--- src/rtl/phb_pkg.sv ---
// Shared types, constants and checksum helper for the probe header builder.
package phb_pkg;

    // Header kinds as they arrive on the request channel.
    localparam logic [1:0] OP_TCP  = 2'd0;
    localparam logic [1:0] OP_UDP  = 2'd1;
    localparam logic [1:0] OP_IPV4 = 2'd2;
    localparam logic [1:0] OP_NONE = 2'd3;

    // Configuration register indexes.
    localparam logic CFG_IP_IDENT   = 1'b0;
    localparam logic CFG_TCP_WINDOW = 1'b1;

    // Reset values of the configuration registers.
    localparam logic [15:0] IP_IDENT_RST   = 16'd54321;
    localparam logic [15:0] TCP_WINDOW_RST = 16'd2048;

    // Fixed header constants.
    localparam logic [15:0] PROTO_TCP   = 16'd6;
    localparam logic [15:0] PROTO_UDP   = 16'd17;
    localparam logic [15:0] TCP_HDR_LEN = 16'd20;
    localparam logic [15:0] UDP_HDR_LEN = 16'd8;
    localparam logic [7:0]  TCP_OFFSET  = 8'h50;
    localparam logic [7:0]  IP_VER_IHL  = 8'h45;
    localparam logic [15:0] CSUM_ALL_ONES = 16'hffff;

    // Word count, checksum sum width and index of the last word per header kind.
    localparam int unsigned NUM_WORDS = 5;
    localparam int unsigned SUM_W     = 20;
    localparam logic [2:0] LAST_TCP  = 3'd4;
    localparam logic [2:0] LAST_UDP  = 3'd1;
    localparam logic [2:0] LAST_IPV4 = 3'd4;

    // One classified request waiting for the back end.
    typedef struct packed {
        logic [1:0]                      kind;
        logic [NUM_WORDS-1:0][31:0]      words;
        logic [SUM_W-1:0]                sum;
    } entry_t;

    // Queue status seen by the front and back ends.
    typedef struct packed {
        logic full;
        logic avail;
    } q_status_t;

    // Folds the carries of a one's complement sum and inverts it.
    function automatic logic [15:0] fold_invert(input logic [SUM_W-1:0] acc);
        logic [16:0] t;
        logic [16:0] u;
        t = {13'd0, acc[SUM_W-1:16]} + {1'b0, acc[15:0]};
        u = {1'b0, t[15:0]} + {16'd0, t[16]};
        return ~u[15:0];
    endfunction

endpackage

--- src/rtl/phb_if.sv ---
// Valid/ready channel interfaces for requests and header words.
interface probe_req_if;
    logic        valid;
    logic        ready;
    logic [1:0]  op;
    logic [31:0] src_addr;
    logic [31:0] dst_addr;
    logic [15:0] src_port;
    logic [15:0] dst_port;
    logic [31:0] seq_num;
    logic [7:0]  tcp_flags;
    logic [7:0]  ttl;
    logic [7:0]  protocol;
    logic [15:0] total_len;

    modport source (output valid, op, src_addr, dst_addr, src_port, dst_port, seq_num,
                    tcp_flags, ttl, protocol, total_len, input ready);
    modport sink   (input valid, op, src_addr, dst_addr, src_port, dst_port, seq_num,
                    tcp_flags, ttl, protocol, total_len, output ready);
endinterface

interface probe_hdr_if;
    logic        valid;
    logic        ready;
    logic [31:0] header_word;
    logic        last;

    modport source (output valid, header_word, last, input ready);
    modport sink   (input valid, header_word, last, output ready);
endinterface

--- src/rtl/probe_header_builder.sv ---
// Top level of the probe header builder: config registers, front end, queue, back end.
//
//  Channel | Dir | Handshake          | Contents
//  req     | in  | valid/ready        | op, addresses, ports, sequence, flags, ttl, ...
//  hdr     | out | valid/ready        | header_word, last
//  cfg     | in  | cfg_we (no stall)  | cfg_index, cfg_data
//
// A TCP or IPv4 header takes five output transactions and a UDP header two; the
// one-word output channel sets the rate at which TCP and IPv4 headers go out.
// A request is taken whenever the queue has room, so requests keep flowing while
// earlier headers are still being sent. Reset clears the queue and output control
// and restores both configuration registers. A stalled output holds its word.
module probe_header_builder #(
    parameter int unsigned QUEUE_DEPTH = 2
) (
    input  logic        clk,
    input  logic        rst_n,
    probe_req_if.sink   req,
    probe_hdr_if.source hdr,
    input  logic        cfg_we,
    input  logic        cfg_index,
    input  logic [15:0] cfg_data
);
    import phb_pkg::*;

    logic [15:0] ip_ident_reg;
    logic [15:0] tcp_window_reg;
    logic        push;
    logic        pop;
    entry_t      push_data;
    entry_t      head;
    q_status_t   q_stat;

    // Configuration registers.
    always_ff @(posedge clk or negedge rst_n)
    begin
        if (!rst_n)
        begin
            ip_ident_reg   <= IP_IDENT_RST;
            tcp_window_reg <= TCP_WINDOW_RST;
        end
        else if (cfg_we)
        begin
            unique case (cfg_index)
                CFG_IP_IDENT:   ip_ident_reg   <= cfg_data;
                CFG_TCP_WINDOW: tcp_window_reg <= cfg_data;
                default:        ip_ident_reg   <= ip_ident_reg;
            endcase
        end
    end

    phb_front u_front (
        .req        (req),
        .ip_ident   (ip_ident_reg),
        .tcp_window (tcp_window_reg),
        .q_stat     (q_stat),
        .push       (push),
        .push_data  (push_data)
    );

    phb_queue #(
        .DEPTH (QUEUE_DEPTH)
    ) u_queue (
        .clk       (clk),
        .rst_n     (rst_n),
        .push      (push),
        .push_data (push_data),
        .pop       (pop),
        .head      (head),
        .q_stat    (q_stat)
    );

    phb_back u_back (
        .clk    (clk),
        .rst_n  (rst_n),
        .head   (head),
        .q_stat (q_stat),
        .pop    (pop),
        .hdr    (hdr)
    );

    // The front end never writes into a full queue.
    assert property (@(posedge clk) disable iff (!rst_n) push |-> !q_stat.full)
        else $error("push into full queue");

    // The back end only takes an entry that is present.
    assert property (@(posedge clk) disable iff (!rst_n) pop |-> q_stat.avail)
        else $error("pop from empty queue");

    // A word that is not the last one is always followed by another word.
    assert property (@(posedge clk) disable iff (!rst_n)
        (hdr.valid && hdr.ready && !hdr.last) |=> hdr.valid)
        else $error("header ended without last word");

endmodule

--- src/rtl/phb_front.sv ---
// Front end: accepts requests, lays out header words and forms the raw checksum sum.
module phb_front (
    probe_req_if.sink            req,
    input  logic [15:0]          ip_ident,
    input  logic [15:0]          tcp_window,
    input  phb_pkg::q_status_t   q_stat,
    output logic                 push,
    output phb_pkg::entry_t      push_data
);
    import phb_pkg::*;

    logic [SUM_W-1:0] addr_sum;
    logic [SUM_W-1:0] port_sum;
    logic [15:0]      tcp_ctl;

    // Requests are taken whenever the queue has room; unused kinds are dropped.
    assign req.ready = !q_stat.full;
    assign push      = req.valid && !q_stat.full && (req.op != OP_NONE);

    // Sums shared by the pseudo-header checksums.
    assign addr_sum = SUM_W'(req.src_addr[31:16]) + SUM_W'(req.src_addr[15:0])
                    + SUM_W'(req.dst_addr[31:16]) + SUM_W'(req.dst_addr[15:0]);
    assign port_sum = SUM_W'(req.src_port) + SUM_W'(req.dst_port);
    assign tcp_ctl  = {TCP_OFFSET, req.tcp_flags};

    // Word layout per header kind; checksum slots stay zero until the back end fills them.
    always_comb
    begin
        push_data       = '0;
        push_data.kind  = req.op;
        unique case (req.op)
            OP_TCP:
            begin
                push_data.words[0] = {req.src_port, req.dst_port};
                push_data.words[1] = req.seq_num;
                push_data.words[2] = 32'd0;
                push_data.words[3] = {tcp_ctl, tcp_window};
                push_data.words[4] = 32'd0;
                push_data.sum = addr_sum + port_sum + SUM_W'(PROTO_TCP) + SUM_W'(TCP_HDR_LEN)
                              + SUM_W'(req.seq_num[31:16]) + SUM_W'(req.seq_num[15:0])
                              + SUM_W'(tcp_ctl) + SUM_W'(tcp_window);
            end
            OP_UDP:
            begin
                push_data.words[0] = {req.src_port, req.dst_port};
                push_data.words[1] = {UDP_HDR_LEN, 16'd0};
                push_data.sum = addr_sum + port_sum + SUM_W'(PROTO_UDP)
                              + SUM_W'(UDP_HDR_LEN) + SUM_W'(UDP_HDR_LEN);
            end
            OP_IPV4:
            begin
                push_data.words[0] = {IP_VER_IHL, 8'd0, req.total_len};
                push_data.words[1] = {ip_ident, 16'd0};
                push_data.words[2] = {req.ttl, req.protocol, 16'd0};
                push_data.words[3] = req.src_addr;
                push_data.words[4] = req.dst_addr;
                push_data.sum = addr_sum + SUM_W'({IP_VER_IHL, 8'd0}) + SUM_W'(req.total_len)
                              + SUM_W'(ip_ident) + SUM_W'({req.ttl, req.protocol});
            end
            default:
            begin
                push_data.sum = '0;
            end
        endcase
    end

endmodule

--- src/rtl/phb_queue.sv ---
// Short queue of classified requests between the front and back ends.
module phb_queue #(
    parameter int unsigned DEPTH = 2
) (
    input  logic                clk,
    input  logic                rst_n,
    input  logic                push,
    input  phb_pkg::entry_t     push_data,
    input  logic                pop,
    output phb_pkg::entry_t     head,
    output phb_pkg::q_status_t  q_stat
);
    import phb_pkg::*;

    localparam int unsigned PTR_W = (DEPTH > 1) ? $clog2(DEPTH) : 1;
    localparam int unsigned CNT_W = $clog2(DEPTH + 1);

    entry_t             mem [DEPTH];
    logic [PTR_W-1:0]   wr_ptr_reg, wr_ptr_next;
    logic [PTR_W-1:0]   rd_ptr_reg, rd_ptr_next;
    logic [CNT_W-1:0]   count_reg, count_next;

    // Storage; entries need no reset.
    always_ff @(posedge clk)
    begin
        if (push)
        begin
            mem[wr_ptr_reg] <= push_data;
        end
    end

    assign head         = mem[rd_ptr_reg];
    assign q_stat.full  = (count_reg == CNT_W'(DEPTH));
    assign q_stat.avail = (count_reg != '0);

    // Pointer and fill count update.
    always_comb
    begin
        wr_ptr_next = wr_ptr_reg;
        rd_ptr_next = rd_ptr_reg;
        count_next  = count_reg;
        if (push)
        begin
            wr_ptr_next = (wr_ptr_reg == PTR_W'(DEPTH - 1)) ? '0 : wr_ptr_reg + 1'b1;
        end
        if (pop)
        begin
            rd_ptr_next = (rd_ptr_reg == PTR_W'(DEPTH - 1)) ? '0 : rd_ptr_reg + 1'b1;
        end
        if (push && !pop)
        begin
            count_next = count_reg + 1'b1;
        end
        else if (pop && !push)
        begin
            count_next = count_reg - 1'b1;
        end
    end

    always_ff @(posedge clk or negedge rst_n)
    begin
        if (!rst_n)
        begin
            wr_ptr_reg <= '0;
            rd_ptr_reg <= '0;
            count_reg  <= '0;
        end
        else
        begin
            wr_ptr_reg <= wr_ptr_next;
            rd_ptr_reg <= rd_ptr_next;
            count_reg  <= count_next;
        end
    end

endmodule

--- src/rtl/phb_back.sv ---
// Back end: finishes the checksum and sends the header one word per transaction.
module phb_back (
    input  logic                clk,
    input  logic                rst_n,
    input  phb_pkg::entry_t     head,
    input  phb_pkg::q_status_t  q_stat,
    output logic                pop,
    probe_hdr_if.source         hdr
);
    import phb_pkg::*;

    logic                       cur_valid_reg, cur_valid_next;
    logic [NUM_WORDS-1:0][31:0] cur_words_reg, cur_words_next;
    logic [2:0]                 idx_reg, idx_next;
    logic [2:0]                 last_idx_reg, last_idx_next;
    logic [15:0]                csum;
    logic [NUM_WORDS-1:0][31:0] ins_words;
    logic [2:0]                 ins_last;
    logic                       is_last;
    logic                       word_done;

    // Checksum insertion into the head entry.
    always_comb
    begin
        csum      = fold_invert(head.sum);
        ins_words = head.words;
        ins_last  = LAST_TCP;
        unique case (head.kind)
            OP_TCP:
            begin
                ins_words[4][31:16] = csum;
                ins_last = LAST_TCP;
            end
            OP_UDP:
            begin
                ins_words[1][15:0] = (csum == 16'd0) ? CSUM_ALL_ONES : csum;
                ins_last = LAST_UDP;
            end
            OP_IPV4:
            begin
                ins_words[2][15:0] = csum;
                ins_last = LAST_IPV4;
            end
            default:
            begin
                ins_last = LAST_TCP;
            end
        endcase
    end

    // Output channel driven from the current header registers.
    assign is_last         = (idx_reg == last_idx_reg);
    assign hdr.valid       = cur_valid_reg;
    assign hdr.header_word = cur_words_reg[idx_reg[2:0]];
    assign hdr.last        = is_last;
    assign word_done       = cur_valid_reg && hdr.ready;

    // Load the next header when idle or as the final word of the current one leaves.
    assign pop = q_stat.avail && (!cur_valid_reg || (word_done && is_last));

    always_comb
    begin
        cur_valid_next = cur_valid_reg;
        cur_words_next = cur_words_reg;
        idx_next       = idx_reg;
        last_idx_next  = last_idx_reg;
        if (pop)
        begin
            cur_valid_next = 1'b1;
            cur_words_next = ins_words;
            idx_next       = '0;
            last_idx_next  = ins_last;
        end
        else if (word_done)
        begin
            if (is_last)
            begin
                cur_valid_next = 1'b0;
            end
            else
            begin
                idx_next = idx_reg + 1'b1;
            end
        end
    end

    always_ff @(posedge clk)
    begin
        cur_words_reg <= cur_words_next;
    end

    always_ff @(posedge clk or negedge rst_n)
    begin
        if (!rst_n)
        begin
            cur_valid_reg <= 1'b0;
            idx_reg       <= '0;
            last_idx_reg  <= '0;
        end
        else
        begin
            cur_valid_reg <= cur_valid_next;
            idx_reg       <= idx_next;
            last_idx_reg  <= last_idx_next;
        end
    end

endmodule

--- src/flat_wrapper.sv ---
// flat-port wrapper written by rule: the top's interface ports become plain ports
module probe_header_builder_flat import phb_pkg::*;
#(
    parameter int unsigned QUEUE_DEPTH = 2
)
  (clk, rst_n, cfg_we, cfg_index, cfg_data, req_valid, req_op, req_src_addr, req_dst_addr, req_src_port, req_dst_port, req_seq_num, req_tcp_flags, req_ttl, req_protocol, req_total_len, req_ready, hdr_valid, hdr_header_word, hdr_last, hdr_ready);
  probe_req_if req_i ();
  probe_hdr_if hdr_i ();
  input  logic clk;
  input  logic rst_n;
  input  logic cfg_we;
  input  logic cfg_index;
  input  logic [15:0] cfg_data;
  input wire logic [$bits(req_i.valid)-1:0] req_valid;
  input wire logic [$bits(req_i.op)-1:0] req_op;
  input wire logic [$bits(req_i.src_addr)-1:0] req_src_addr;
  input wire logic [$bits(req_i.dst_addr)-1:0] req_dst_addr;
  input wire logic [$bits(req_i.src_port)-1:0] req_src_port;
  input wire logic [$bits(req_i.dst_port)-1:0] req_dst_port;
  input wire logic [$bits(req_i.seq_num)-1:0] req_seq_num;
  input wire logic [$bits(req_i.tcp_flags)-1:0] req_tcp_flags;
  input wire logic [$bits(req_i.ttl)-1:0] req_ttl;
  input wire logic [$bits(req_i.protocol)-1:0] req_protocol;
  input wire logic [$bits(req_i.total_len)-1:0] req_total_len;
  output wire logic [$bits(req_i.ready)-1:0] req_ready;
  output wire logic [$bits(hdr_i.valid)-1:0] hdr_valid;
  output wire logic [$bits(hdr_i.header_word)-1:0] hdr_header_word;
  output wire logic [$bits(hdr_i.last)-1:0] hdr_last;
  input wire logic [$bits(hdr_i.ready)-1:0] hdr_ready;
  assign req_i.valid = req_valid;
  assign req_i.op = req_op;
  assign req_i.src_addr = req_src_addr;
  assign req_i.dst_addr = req_dst_addr;
  assign req_i.src_port = req_src_port;
  assign req_i.dst_port = req_dst_port;
  assign req_i.seq_num = req_seq_num;
  assign req_i.tcp_flags = req_tcp_flags;
  assign req_i.ttl = req_ttl;
  assign req_i.protocol = req_protocol;
  assign req_i.total_len = req_total_len;
  assign req_ready = req_i.ready;
  assign hdr_valid = hdr_i.valid;
  assign hdr_header_word = hdr_i.header_word;
  assign hdr_last = hdr_i.last;
  assign hdr_i.ready = hdr_ready;
  probe_header_builder #(.QUEUE_DEPTH(QUEUE_DEPTH)) u_core (.clk(clk), .rst_n(rst_n), .req(req_i), .hdr(hdr_i), .cfg_we(cfg_we), .cfg_index(cfg_index), .cfg_data(cfg_data));
endmodule
--- config.mk ---
export PLATFORM = sky130hd
export DESIGN_NAME = probe_header_builder_flat
export DESIGN_NICKNAME = d
export VERILOG_FILES = /design/src/rtl/phb_pkg.sv /design/src/rtl/phb_if.sv /design/src/rtl/probe_header_builder.sv /design/src/rtl/phb_front.sv /design/src/rtl/phb_queue.sv /design/src/rtl/phb_back.sv /design/src/flat_wrapper.sv
export SDC_FILE = /design/constraint.sdc
export NUM_CORES = 1
export LEC_CHECK = 0
export ABC_AREA = 1
export ABC_CLOCK_PERIOD_IN_PS = 12600
export BUFFER_PORTS_ARGS = -buffer_cell sky130_fd_sc_hd__buf_4
export CORE_AREA = 2 2 223 280
export CTS_BUF_LIST = sky130_fd_sc_hd__clkbuf_16
export CTS_CLUSTER_DIAMETER = 80
export DETAILED_ROUTE_END_ITERATION = 7
export DIE_AREA = 0 0 225 282
export PLACE_DENSITY = 0.75
export SYNTH_ARGS = -nofsm -noshare
export SYNTH_HDL_FRONTEND = slang
export SYNTH_SLANG_ARGS = --single-unit
--- constraint.sdc ---
create_clock -name clk -period 12.6 [get_ports clk]
set_input_delay 1.26 -clock clk [delete_from_list [all_inputs] [get_ports clk]]
set_output_delay 1.26 -clock clk [all_outputs]
set_load 0.005 [all_outputs]
# ---- Word level (Yosys, flattened, before mapping)
# Memory sizes are Yosys's and may differ from the RTL's.
# Cells that the tools add are included.
dict set report op_classes {
  n_addsub 25
  n_mux 22
  bitwise_logic 2
  magnitude_cmp 1
  reduce_logical 23
  eq_ne 8
}
# op n
set ops {}
lappend ops {{$pmux 64 s3} 1}
lappend ops {{$pmux 96 s2} 1}
lappend ops {{$add 20x16->20} 6}
lappend ops {{$bmux 32 s3} 1}
lappend ops {{$mux 16} 4}
lappend ops {{$pmux 20 s3} 1}
lappend ops {{$add 20x4->20 const B} 2}
lappend ops {{$add 20x5->20 const B} 2}
lappend ops {{$add 16x16->17} 2}
lappend ops {{$mux 32} 1}
lappend ops {{$add 19x15->20 const B} 1}
lappend ops {{$add 19x17->20} 1}
lappend ops {{$add 20x15->20} 1}
lappend ops {{$add 20x3->20 const B} 1}
lappend ops {{$add 18x16->19} 1}
lappend ops {{$add 17x16->18} 1}
lappend ops {{$add 4x16->17} 1}
lappend ops {{$add 16x1->16} 1}
lappend ops {{$logic_not 16->1} 1}
lappend ops {{$not 16->16} 1}
lappend ops {{$mux 3} 4}
lappend ops {{$reduce_and 2->1} 4}
lappend ops {{$reduce_bool 2->1} 4}
lappend ops {{$logic_and 1x1->1} 7}
lappend ops {{16 further kinds} 31}
dict set report totals {
  mem_count 1
  word_cells 95
  register_bits 203
  ram_bits 364
  inputBits 192
  output_inout_bits 35
}
# name words word_bits rd rd_clocked_by_memory_dff write_ports line_no
set memory_table {}
lappend memory_table {u_core.u_queue.mem 2 182 1 0 1 phb_queue.sv:18} ;# entry_t mem [DEPTH];

# ---- Longest topological paths before layout
dict set report depth {
  word_depth 11
  mapped_depth 39
}

# ---- Modules after synthesis
# From an unflattened synthesis, not the netlist that was laid out.
dict set report hier_totals {
  hier_cells 2959
  area_unflattened_um2 32223.4
}
# module seq_area_each_um2 cells_each n_inst area_each_um2
set modules_own_cells {}
lappend modules_own_cells {phb_queue 11030.6 591 1 13405.4}
lappend modules_own_cells {phb_front 0.0 1367 1 8999.9}
lappend modules_own_cells {phb_back 4954.8 861 1 8488.1}
lappend modules_own_cells {probe_header_builder 810.8 140 1 1330.0}

# ---- Worst setup path before layout
# Ideal clock, no wire load.
dict set report synth_path {
  path_kind {in2reg}
  startpoint {input req_op[1]}
  endpoint {memory u_core.u_queue.mem[1][0] (netlist name) (enable)}
  required_ns 11.904
  path_buffers 1
  slack_ns 3.395
  stages 4
  setup_ns 0.696
  arrival_ns 8.510
  cell_sequence {clkbuf_1 nand2_1 nand3_1 nor2_1}
}
dict set report synth_between {
  elab_chain_cells 4
}
# element line_no
set synth_rtl {}
lappend synth_rtl {{start, declared} flat_wrapper.sv:15} ;# input wire logic [$bits(req_i.op)-1:0] req_op;
lappend synth_rtl {{$ne 2x2->1} phb_front.sv:18} ;# assign push = req.valid && !q_stat.full && (req.op != OP_NONE);
lappend synth_rtl {{$logic_and 1x1->1} phb_front.sv:18}
lappend synth_rtl {{$mux 1} phb_queue.sv:26} ;# if (push)
lappend synth_rtl {{$mux 1 (not written as such)} phb_queue.sv:28} ;# mem[wr_ptr_reg] <= push_data;
lappend synth_rtl {{end, declared} phb_queue.sv:18}
# Every way passes these cells.

==> impl_results.md <==
- Status: completed
- Slowest stage delay, CP: 0.61 ns
- Worst r2r dst: u_core.u_back.cur_words_reg[33]
- Period utilization: 73.5%
- DR WL/cell: 25.0 µm
- Worst setup EP type: register
- Number of diodes: 0
- Synthesized area per cell: 9.94 µm²
- Crit-path slowest cell: o21ai_0
- Async set-reset flop share out of synthesis: 7.87%
- Clk_lat worst skew: 0.64 ns
- Synthesized flop and latch total: 534
- TNS Setup: 0 ns
- Final Hold Viols: 0
- Dpl hpwl: 74500 µm
- Largest net degree at the start of global routing: 164
- Synth warn: 0
- GP Congestion: 0.996
- Min Tclk post-route: 9.26 ns
- Most numerous cell on the critical path: fa_1
- Initial DRT Pass Iterations: 6
- # Max-Cap Violations: 0
- CORE AREA: 60500 µm²
- Initial DRC Count: 3086
- WL final: 99700 µm
- Crit path kind: in -> reg
- Share of cells above drive strength 1: 13.0%
- Post-Synthesis Cells: 2974
- Fmax achieved: 108 MHz
- Worst Skew: 0.0274 ns
- Clk slew on worst S/H paths: 0.07 ns
- Die area: 63500 µm²
- End of the critical path: u_core.u_queue.mem[1][17]
- Worst EP arrival: 9.62 ns
- # rows: 101
- Register area share after synthesis: 53.5%
- Finish-stage setup viols: 0
- Routed Antenna Nets: 0
- Worst path required time: 12.96 ns
- Worst Reg-to-Reg Cells: 27
- Post-CTS Hold Fix Bufs: 0
- Initial antenna violation count: 0
- PostCTS Resize Cnt: 0
- Chip width: 225 µm
- Starting Density: 48.9%
- Distinct cell type count after synthesis: 52
- Total CTS buffers: 54
- RSZ-0062 raised after global routing: no
- CTS tree: yes
- H-tree Lvls: 2
- Longest Clk Path Bufs: 3
- Hold Path Class: reg -> reg
- Vias: 23100
- Slew Viols, Final: 0
- Post-CTS Setup Inserts: 0
- DIE HEIGHT: 282 µm
- Reg-to-Reg Start: u_core.u_queue.rd_ptr_reg
- Via/cell ratio: 5.78
- First-pass GRT wire length: 143000 µm
- Total gr overflow: 0
- Synth Net Count: 3403
- All-Layer GR Usage: 31.6%
- Root buf cell: clkbuf_16
- Worst-margin pin slew: 1.23 ns
- Input/output buffers: 226
- Sink Count: 534
- Critical path origin: req_dst_addr[1]
- Number of flip-flops in the largest register: 332
- Post-synth EDFFs: 492
- DR DRC count: 0
- Rel. slew slack: 18.1%
- Layout net count: 3602
- Vias in the first global route: 22000
- R2R Setup Slk: 6.54 ns
- Worst Setup Start Kind: input pin
- Synthesized cell area: 29600 µm²
- # IOs: 227
- Main synth FF type: edfxtp_1
- Area grow syn2layout: 14.4%
- Fin util: 55.9%
- CP max FO: 6
==> how the worst min path moves through the flow <==
stage,startpoint,endpoint,slack [ns],cells after the start
3_5_place_dp,u_core.tcp_window_reg[3],u_core.tcp_window_reg[3],0.48,2
3_3_place_gp,u_core.tcp_window_reg[3],u_core.tcp_window_reg[3],0.47,2
4_1_cts,u_core.tcp_window_reg[3],u_core.tcp_window_reg[3],0.49,2
2_1_floorplan,u_core.tcp_window_reg[3],u_core.tcp_window_reg[3],0.45,2
5_1_grt,u_core.tcp_window_reg[3],u_core.tcp_window_reg[3],0.51,2
6_report,u_core.u_queue.mem[0][141],u_core.u_back.cur_words_reg[121],0.50,2
==> layer usage <==
metal  vias up  wire length, µm  GRT usage [%]
li1      10300                -              -
met2      1425            45600           49.7
met1     11100            36800           41.1
met3       254            10200           5.18
met5         -                0              0
met4         0             7030           19.6
==> through the flow <==
step	hold WS [ns]	setup slack, ns	instances	instance area, µm²
6_report	0.504	3.34	3991	33800
5_1_grt	0.506	2.75	3991	33800
4_1_cts	0.494	3.43	3991	33800
3_5_place_dp	0.479	2.81	3889	32000
3_3_place_gp	0.466	2.90	3889	32000
2_1_floorplan	0.453	3.39	2974	29600
==> layout by cell type, fill, tap and decap left out, types with 4 or more instances in the layout <==
cell | synthesis | layout
or2_2 | 7 | 7
bufinv_16 | 0 | 6
a21oi_2 | 11 | 11
clkinv_2 | 0 | 14
o311ai_0 | 4 | 4
xnor2_1 | 11 | 11
nand2_1 | 857 | 857
a21o_1 | 9 | 9
o22ai_1 | 8 | 8
nor2_1 | 243 | 239
fa_1 | 122 | 122
nand2_2 | 19 | 19
inv_1 | 338 | 344
clkinvlp_4 | 0 | 4
o211ai_1 | 6 | 6
nor2_4 | 2 | 6
dfstp_2 | 8 | 8
clkinv_1 | 3 | 9
dfrtp_1 | 34 | 30
nand4_1 | 16 | 16
o221ai_1 | 6 | 6
a21oi_1 | 163 | 163
o21ai_0 | 140 | 140
xor2_1 | 27 | 27
edfxtp_1 | 492 | 492
o21bai_1 | 4 | 4
nand3b_1 | 4 | 4
buf_4 | 0 | 248
ha_1 | 115 | 115
clkbuf_16 | 0 | 54
nor2_2 | 7 | 7
a221o_1 | 32 | 32
a31oi_1 | 18 | 18
inv_2 | 8 | 9
o21ai_1 | 6 | 6
nand3_1 | 88 | 88
nor3_1 | 9 | 9
a22o_1 | 26 | 26
==> synthesized netlist by cell type, types with 4 or more instances <==
library cell | number | share of area (%)
nand2_1 | 857 | 11
edfxtp_1 | 492 | 50
inv_1 | 338 | 4.3
nor2_1 | 243 | 3.1
a21oi_1 | 163 | 2.8
o21ai_0 | 140 | 2.4
fa_1 | 122 | 8.3
ha_1 | 115 | 4.9
nand3_1 | 88 | 1.5
clkbuf_1 | 85 | 1.1
dfrtp_1 | 34 | 2.9
a221o_1 | 32 | 1.1
xor2_1 | 27 | 0.80
a22o_1 | 26 | 0.77
nand2_2 | 19 | 0.40
a31oi_1 | 18 | 0.38
nand4_1 | 16 | 0.34
buf_1 | 15 | 0.19
a21oi_2 | 11 | 0.33
xnor2_1 | 11 | 0.33
a21o_1 | 9 | 0.23
nor3_1 | 9 | 0.15
dfstp_2 | 8 | 0.71
inv_2 | 8 | 0.10
o22ai_1 | 8 | 0.17
nor2_2 | 7 | 0.15
or2_2 | 7 | 0.15
o211ai_1 | 6 | 0.15
o21ai_1 | 6 | 0.10
o221ai_1 | 6 | 0.18
buf_6 | 4 | 0.15
nand3b_1 | 4 | 0.10
o21bai_1 | 4 | 0.10
o311ai_0 | 4 | 0.12
==> worst max-delay path, delay by kind of cell <==
family,cells,cell delay [ns]
AO/OA/AOI/OAI,6,1.41
XOR/XNOR,2,0.75
adder cells (fa/ha/maj),10,4.44
buffers and inverters,7,0.55
AND/OR/NAND/NOR,11,1.21
==> logic make-up after synthesis <==
family / count (synthesis) / share of synthesized area, %
fa+ha+maj: 237 / 13.1
xor+xnor: 38 / 1.13
compound gates: 450 / 9.22
buf+inv: 455 / 5.89
flops: 534 / 53.5
mux: 2 / 0.0677
simple gates: 1258 / 17.0
==> area by class of cell <==
cell class	instances	area (µm²)
fill	5168	26700
clock buffer	54	1350
clock inverter	48	444
timing repair buffer	249	1880
tap	772	966
multi-input combinational	1985	12000
sequential	534	15800
inverter	349	1320
Power is left out: the tool's default activity adds up to more than one toggle a clock period on the data nets, which glitch-free logic cannot reach.
